$ cat src/hdl/hu2d_pkg.sv
// Shared definitions for the HU to density and material converter.
// Field widths, register codes, item kinds and the section memory entry.
// No dependencies; every other file of the block imports this package.
`default_nettype none

package hu2d_pkg;

  // Default sizes of the stores.
  localparam int DENSITY_EDGES_DEF    = 16;
  localparam int MATERIAL_EDGES_DEF   = 32;
  localparam int CORRECTION_DEPTH_DEF = 4096;

  // Field widths of the transfer items.
  localparam int KIND_W  = 2;
  localparam int HU_W    = 16;
  localparam int SLOT_W  = 12;
  localparam int OFS_W   = 32;
  localparam int SLOPE_W = 32;
  localparam int BIAS_W  = 16;
  localparam int CORR_W  = 18;
  localparam int DENS_W  = 32;
  localparam int DSEC_W  = 4;
  localparam int MSEC_W  = 5;

  // Configuration registers.
  localparam int DSU_W      = 4;
  localparam int MSU_W      = 5;
  localparam int ENTRIES_W  = 13;
  localparam int CFG_IDX_W  = 2;
  localparam int CFG_DATA_W = 16;

  localparam int DSU_RESET     = 7;
  localparam int MSU_RESET     = 25;
  localparam int BASE_RESET    = -1000;
  localparam int ENTRIES_RESET = 0;

  // One millionth g/cm3 on the Q8.24 grid, rounded up.
  localparam int DENSITY_FLOOR = 17;

  typedef enum logic [KIND_W-1:0] {
    KIND_CONVERT,
    KIND_DENSITY,
    KIND_CORRECTION,
    KIND_MATERIAL
  } kind_t;

  typedef enum logic [CFG_IDX_W-1:0] {
    CFG_DENSITY_SECTIONS,
    CFG_MATERIAL_SECTIONS,
    CFG_CORRECTION_BASE,
    CFG_CORRECTION_ENTRIES
  } cfg_reg_t;

  // One row of the section memory: a density section and a material edge.
  typedef struct packed {
    logic signed [HU_W-1:0]    dedge;
    logic        [OFS_W-1:0]   ofs;
    logic signed [SLOPE_W-1:0] slope;
    logic signed [BIAS_W-1:0]  bias;
    logic signed [HU_W-1:0]    medge;
  } sec_entry_t;

  // Control handed to the density arithmetic.
  typedef struct packed {
    logic start;
    logic corr_en;
  } calc_ctl_t;

endpackage

`default_nettype wire

$ cat src/hdl/hu2d_calc.sv
// Density arithmetic: linear section term, correction multiply, floor and saturation.
// Four register stages started by one pulse; depends on hu2d_pkg.
`default_nettype none

module hu2d_calc (
  input  wire logic                                clk,
  input  wire logic                                rst_n,
  input  wire hu2d_pkg::calc_ctl_t                 ctl,
  input  wire logic        [hu2d_pkg::OFS_W-1:0]   ofs_i,
  input  wire logic signed [hu2d_pkg::SLOPE_W-1:0] slope_i,
  input  wire logic signed [hu2d_pkg::BIAS_W-1:0]  bias_i,
  input  wire logic signed [hu2d_pkg::HU_W-1:0]    value_i,
  input  wire logic        [hu2d_pkg::CORR_W-1:0]  corr_i,
  output logic                                     done_o,
  output logic             [hu2d_pkg::DENS_W-1:0]  density_o
);
  import hu2d_pkg::*;

  localparam int BSUM_W  = HU_W + 1;
  localparam int PROD1_W = SLOPE_W + BSUM_W;
  localparam int SUM_W   = PROD1_W + 2;
  localparam int LIN_W   = SUM_W - 8;
  localparam int LO_W    = 24;
  localparam int HI_W    = LIN_W - LO_W;
  localparam int PL_W    = LO_W + CORR_W;
  localparam int PH_W    = HI_W + CORR_W + 1;
  localparam int WIDE_W  = LIN_W + CORR_W + 1;
  localparam int SCL_W   = WIDE_W - 16;
  localparam int RND_LIN = 128;
  localparam int RND_COR = 32768;

  logic                       v1_r, v2_r, v3_r, done_r;
  logic signed [PROD1_W-1:0]  prod1_r;
  logic        [OFS_W-1:0]    ofs_r;
  logic        [CORR_W-1:0]   corr_r;
  logic                       corr_en_r;
  logic signed [LIN_W-1:0]    lin_r;
  logic        [PL_W-1:0]     pl_r;
  logic signed [PH_W-1:0]     ph_r;
  logic        [DENS_W-1:0]   density_r;

  logic signed [BSUM_W-1:0]   biased;
  logic signed [PROD1_W-1:0]  prod1;
  logic signed [SUM_W-1:0]    sum;
  logic        [LO_W-1:0]     lin_lo;
  logic signed [HI_W-1:0]     lin_hi;
  logic signed [WIDE_W-1:0]   wide;
  logic signed [SCL_W-1:0]    scaled;

  assign biased = BSUM_W'(bias_i) + BSUM_W'(value_i);
  assign prod1  = PROD1_W'(slope_i) * PROD1_W'(biased);

  // offset * 2^8 + slope * (bias + HU), rounded half up to Q.24.
  assign sum = SUM_W'($signed({1'b0, ofs_r, 8'b0})) + SUM_W'(prod1_r) + SUM_W'(RND_LIN);

  // The correction multiply is split into a low unsigned and a high signed part.
  assign lin_lo = lin_r[LO_W-1:0];
  assign lin_hi = lin_r[LIN_W-1:LO_W];

  assign wide   = (WIDE_W'(ph_r) <<< LO_W) + WIDE_W'(pl_r) + WIDE_W'(RND_COR);
  assign scaled = corr_en_r ? wide[WIDE_W-1:16] : SCL_W'(lin_r);

  always_ff @(posedge clk) begin
    if (!rst_n) begin
      v1_r   <= 1'b0;
      v2_r   <= 1'b0;
      v3_r   <= 1'b0;
      done_r <= 1'b0;
    end else begin
      v1_r   <= ctl.start;
      v2_r   <= v1_r;
      v3_r   <= v2_r;
      done_r <= v3_r;
    end
  end

  always_ff @(posedge clk) begin
    if (ctl.start) begin
      prod1_r   <= prod1;
      ofs_r     <= ofs_i;
      corr_r    <= corr_i;
      corr_en_r <= ctl.corr_en;
    end
    if (v1_r) begin
      lin_r <= sum[SUM_W-1:8];
    end
    if (v2_r) begin
      pl_r <= PL_W'(lin_lo) * PL_W'(corr_r);
      ph_r <= PH_W'(lin_hi) * $signed(PH_W'(corr_r));
    end
    if (v3_r) begin
      if (scaled < SCL_W'(DENSITY_FLOOR)) begin
        density_r <= DENS_W'(DENSITY_FLOOR);
      end else if (|scaled[SCL_W-1:DENS_W]) begin
        density_r <= '1;
      end else begin
        density_r <= scaled[DENS_W-1:0];
      end
    end
  end

  assign done_o    = done_r;
  assign density_o = density_r;

endmodule

`default_nettype wire

$ cat config.mk
export PLATFORM = sky130hd
export DESIGN_NAME = hu2d_calc
export DESIGN_NICKNAME = d
export VERILOG_FILES = /design/src/hdl/hu2d_pkg.sv /design/src/hdl/hu2d_calc.sv
export SDC_FILE = /design/constraint.sdc
export NUM_CORES = 2
export LEC_CHECK = 0
export BUFFER_PORTS_ARGS = -buffer_cell sky130_fd_sc_hd__buf_2
export CAP_MARGIN = 20
export CORE_UTILIZATION = 60
export CTS_BUF_LIST = sky130_fd_sc_hd__clkbuf_16
export CTS_CLUSTER_SIZE = 40
export DETAILED_ROUTE_END_ITERATION = 6
export PLACE_DENSITY = 0.89
export SLEW_MARGIN = 15
export SYNTH_ARGS = -nofsm -noshare
export SYNTH_HDL_FRONTEND = slang
export SYNTH_SLANG_ARGS = --single-unit
$ cat constraint.sdc
create_clock -name clk -period 10.3 [get_ports clk]
set_clock_uncertainty 0.2 [all_clocks]
set_input_delay 2.06 -clock clk [delete_from_list [all_inputs] [get_ports clk]]
set_output_delay 2.06 -clock clk [all_outputs]
set_load 0.01 [all_outputs]
# Word-level counts from Yosys, hierarchy flattened
# Cells that the tools add are included.
[op_classes] reduce_logical=2 addsub=5 magnitude_cmp=1 n_mux=2 n_mul=3
[ops] op="$add A62 B16 Y62 const B" count=1
[ops] op="$add A62 B42 Y62" count=1
[ops] op="$add A50 B9 Y51 const B" count=1
[ops] op="$add A41 B49 Y50" count=1
[ops] op="$mul A32 B17 Y49" count=1
[ops] op="$lt A46 B6 Y1 const B" count=1
[ops] op="$mux W46" count=1
[ops] op="$mul A24 B18 Y42" count=1
[ops] op="$mul A19 B19 Y38" count=1
[ops] op="$mux W32" count=1
[ops] op="$add A16 B16 Y17" count=1
[ops] op="$reduce_or A15 Y1" count=1
[ops] op="$reduce_or A14 Y1" count=1
[totals] output_inout_bits=33 register_bits=259 input_bits=118 elab_cells=26

# Depth between registers and ports, before layout
[logic_depth] ltp_word=5 ltp_mapped=37 mapped_depth_nobuf=36

# Least setup slack after synthesis
# OpenSTA, ideal clock, no wires.
[synth_path] kind="input to register" start="in bias_i[1] in the netlist's numbering" end="reg prod1_r[48] (data pin)" n_path_buf=1 arrival_time_ns=10.059 required_ns=9.829 cell_stages=32 slack_ns=-0.230 setup_time_ns=0.271 path_cell_list="ha_1 a21o_1 a21oi_1 o21ai_0 a211oi_1 o31ai_1 o41ai_1 o2111ai_1 a21oi_1 xnor2_1 clkbuf_1 nand2_1 fa_1 fa_1 inv_1 fa_1 fa_1 fa_1 inv_1 fa_1 inv_1 ha_1 and4_1 nor2b_1 o21a_1 nor3_1 a21oi_1 a21o_1 a221oi_1 nor2_1 a2111oi_0 xnor2_1"
[synth_via] elab_chain_len=2
[synth_lines] item="from (decl)" line_no="hu2d_calc.sv:11" source="input wire logic signed [hu2d_pkg::BIAS_W-1:0] bias_i,"
[synth_lines] item="$add A16 B16 Y17" line_no="hu2d_calc.sv:50" source="assign biased = BSUM_W'(bias_i) + BSUM_W'(value_i);"
[synth_lines] item="$mul A32 B17 Y49" line_no="hu2d_calc.sv:51" source="assign prod1 = PROD1_W'(slope_i) * PROD1_W'(biased);"
[synth_lines] item="named net prod1[48]" line_no="hu2d_calc.sv:43" source="logic signed [PROD1_W-1:0] prod1;"
[synth_lines] item="to (signal assigned)" line_no="hu2d_calc.sv:79" source="prod1_r <= prod1;"
[synth_lines] item="to (decl)" line_no="hu2d_calc.sv:33" source="logic signed [PROD1_W-1:0] prod1_r;"
# The timed path passes the listed nets, and every way through them passes these cells.
# A chain may end at the register's enable or synchronous reset.

# Worst setup path in the final report
[layout_path] start="in value_i[1] in the netlist's numbering" end="reg prod1_r[37] (data pin)"
[layout_via] elab_chain_len=2
[layout_lines] item="from (decl)" line_no="hu2d_calc.sv:12" source="input wire logic signed [hu2d_pkg::HU_W-1:0] value_i,"
[layout_lines] item="$add A16 B16 Y17" line_no="hu2d_calc.sv:50"
[layout_lines] item="$mul A32 B17 Y49" line_no="hu2d_calc.sv:51"
[layout_lines] item="named net prod1[37]" line_no="hu2d_calc.sv:43"
# The timed path passes the listed nets, and every way through them passes these cells.

==> reports/results.ini <==
[cts]
clk_path_buf_depth=3
clk_latency_ns=0.63
clk_pin_slew_ns=0.06
tritoncts=yes
numCtsBuffers=28
cts-hold-fix-buffers=0
root_buffer=clkbuf_16
cts.sinks=237
cts_max_level=1

[critical_path]
reg2reg_to=pl_r[40]
r2r-start=corr_r[3]
reg2regPathDepth=25
critPathBufInv=7
cp_slowest_stage_delay_ns=0.55
worstPathRequired_ns=10.47
slowest_stage=fa_1
ff2ff_setup_slack_ns=1.51
cp_common_cell=fa_1
startpoint_type=primary input
cpLargestDelayFamily=adder cells
path_depth=35
end_kind=flop
path_max_fanout=15
startpoint=value_i[1]
crit_end=prod1_r[37]
arrival_ns=10.15
crit_type=primary input to flop

[sta]
setup_viol=0
fmax_ghz=0.100
finalMaxSlewViolations=0
min_period_ns=9.98
worst_slew_pin_slew_ns=1.14
worst_hold_slack_ns=0.398
final-hold-violation-count=0
fin_ws_ns=0.316
relSlewSlack=0.238
timing.final.crit_share=0.969

[placement]
io_buffers=150
routabilityCongestion=0.945
place_area_sq_um=58600
placed_cells=7210
dpl.hpwl_mm=113
place_worst_setup_slack_ns=-0.511

[global_routing]
gr-total-overflow=0
grt_use_total=0.313
grt_pass1_wl_mm=233
grt_max_degree=76
grt_pass1_vias=46600
antenna_found_initial=6

[synthesis]
async_reset_ff_frac=0
netlist-cell-type-count=82
synth-main-ff-cell=edfxtp_1
synth-edff-count=233
synth.cell_area_sq_um=55900
ys.warnings.count=0
syn-num-nets=7653
avgSynthCellArea_sq_um=9.43
synth-seq-area-share=0.127
synth_seq_cells=237
syn_inst=5922

[drt]
avgViaCountPerCell=5.77
drc=1
firstDrtPassIters=7
wire_per_inst_um=19.6
ant_nets=0
vias=41900
wl_mm=142
drtIter0Drc=3971

[floorplanning]
die_w_um=307
dieArea_sq_um=94300
core-area_sq_um=91900
fp.dieH_um=307
initial_core_util=0.608
io_pins=151
rows=111

[status]
violations=design-rule violations
status=finished with violations

[layout]
fin_nets=7729
layout-area-overhead-vs-synth_pct=6.73
fill_cells=6626
stdcell_area_sq_um=59600
drive_gt1_frac=0.0709
instances_no_fill=7264

[hold_path]
min_path_cells=1
holdCritPathClass=flop to flop
min-delay-start=prod1_r[47]

[flow_run]
drv_cap=0

-- metal layers --
layer  vias to the layer above  part of all wire  GRT usage
met4                         6             0.060      0.166
met5                         -           0.00027          0
met1                     20700              0.35      0.378
met2                      2652              0.47      0.526
met3                       656              0.12     0.0692
li1                      17900                 -          -
-- cells by family (layout without fill, tap and decap cells) --
kind of cell    count (synthesis)  after routing  share of synthesized area
simple gates                 1785           1785                      0.153
compound gates                469            469                     0.0549
xor+xnor                      175            175                     0.0274
mux                            11             11                    0.00211
flops                         237            237                      0.127
other cells                     0              2                          0
buf+inv                      1632           1729                      0.110
fa+ha+maj                    1613           1613                      0.525
-- synthesized netlist by cell type, types with 10 or more instances --
cell      number  area share
nand3_1       42      0.0038
o21bai_1      11      0.0015
or2_2         14      0.0016
nor3_1        32      0.0029
ha_1         392       0.088
a211oi_1      16      0.0022
nand2_1      881       0.059
inv_1       1365       0.092
nand2b_1      14      0.0016
a31oi_1       15      0.0017
nor2b_1       61      0.0068
o211ai_1      10      0.0013
clkbuf_1     257       0.017
nor2_1       155       0.010
fa_1        1221        0.44
and2_1       471       0.053
o21a_1        26      0.0035
nand4_1       34      0.0038
o31ai_1       10      0.0013
edfxtp_1     233        0.13
o21ai_0       71      0.0064
xnor2_1      127       0.020
or3_1         16      0.0018
xor2_1        48      0.0075
a21o_1        58      0.0078
and3_1        24      0.0027
a21oi_1      159       0.014
-- cells in the final DEF (no fill, tap or decap), types with 9 or more instances in the layout --
cell       netlist  routed
a211oi_1        16      15
a21o_1          58      58
a21oi_1        159     155
a31o_2           9       9
a31oi_1         15      15
and2_1         471     471
and3_1          24      24
buf_12           0      11
buf_2            3     149
buf_4            1     151
clkbuf_16        0      28
edfxtp_1       233     233
fa_1          1221    1220
ha_1           392     392
inv_1         1365    1368
nand2_1        881     881
nand2b_1        14      14
nand3_1         42      42
nand4_1         34      34
nor2_1         155     153
nor2b_1         61      61
nor3_1          32      31
nor4_1           9       9
o211ai_1        10      10
o21a_1          26      26
o21ai_0         71      65
o21bai_1        11      11
o31ai_1         10      10
or2_2           14      14
or3_1           16      16
xnor2_1        127     115
xnor2_2          0      11
xor2_1          48      47
-- worst min-delay path by stage --
| stage | endpoint | slack, ns |
|---|---|---|
| floorplan | lin_r[37] | 0.34 |
| global placement | lin_r[37] | 0.37 |
| detailed placement | lin_r[39] | 0.37 |
| CTS | lin_r[39] | 0.39 |
| global route | lin_r[34] | 0.40 |
| finish | lin_r[39] | 0.40 |
-- area by class of cell --
type | instances | area (sq um) | area share
Tap cell | 1243 | 1560 | 0.0261
Sequential cell | 237 | 7080 | 0.119
Antenna cell | 2 | 5.00 | 0.0000840
Clock buffer | 28 | 701 | 0.0118
Timing Repair Buffer | 313 | 2120 | 0.0356
Inverter | 1365 | 5120 | 0.0859
Clock inverter | 23 | 221 | 0.00371
Multi-Input combinational cell | 4053 | 42800 | 0.718
-- per-stage QoR --
step,TNS (ns),utilization
2_1_floorplan,0,-
5_1_grt,-0.109,0.648
4_1_cts,0,0.648
3_3_place_gp,-1.30,0.638
6_report,0,0.648
3_5_place_dp,-4.97,0.638
-- worst reg2reg max path: cells and delay by family (launching register included) --
kind                     cells  cell delay, ns
XOR/XNOR                     1            0.43
AND/OR/NAND/NOR              5            0.71
flip-flops                   1            0.90
buffers and inverters        6            0.77
AO/OA/AOI/OAI                6            2.07
adder cells (fa/ha/maj)      7            3.42
-- sequential cells by signal, indices dropped and copies added (netlist names), 18 cells and up --
signal / flops
lin_r: 43
prod1_r: 42
ph_r: 38
density_o: 32
ofs_r: 32
pl_r: 27
corr_r: 18
-- repair_timing --
item,CTS,global route
setup endpoints to repair,0,17
setup buffers,0,1
endpoints found under the hold margin,0,0
resized for setup,0,20
Power is not shown: default switching activity piles up to over one toggle a cycle in this logic, so the estimate is an artifact.
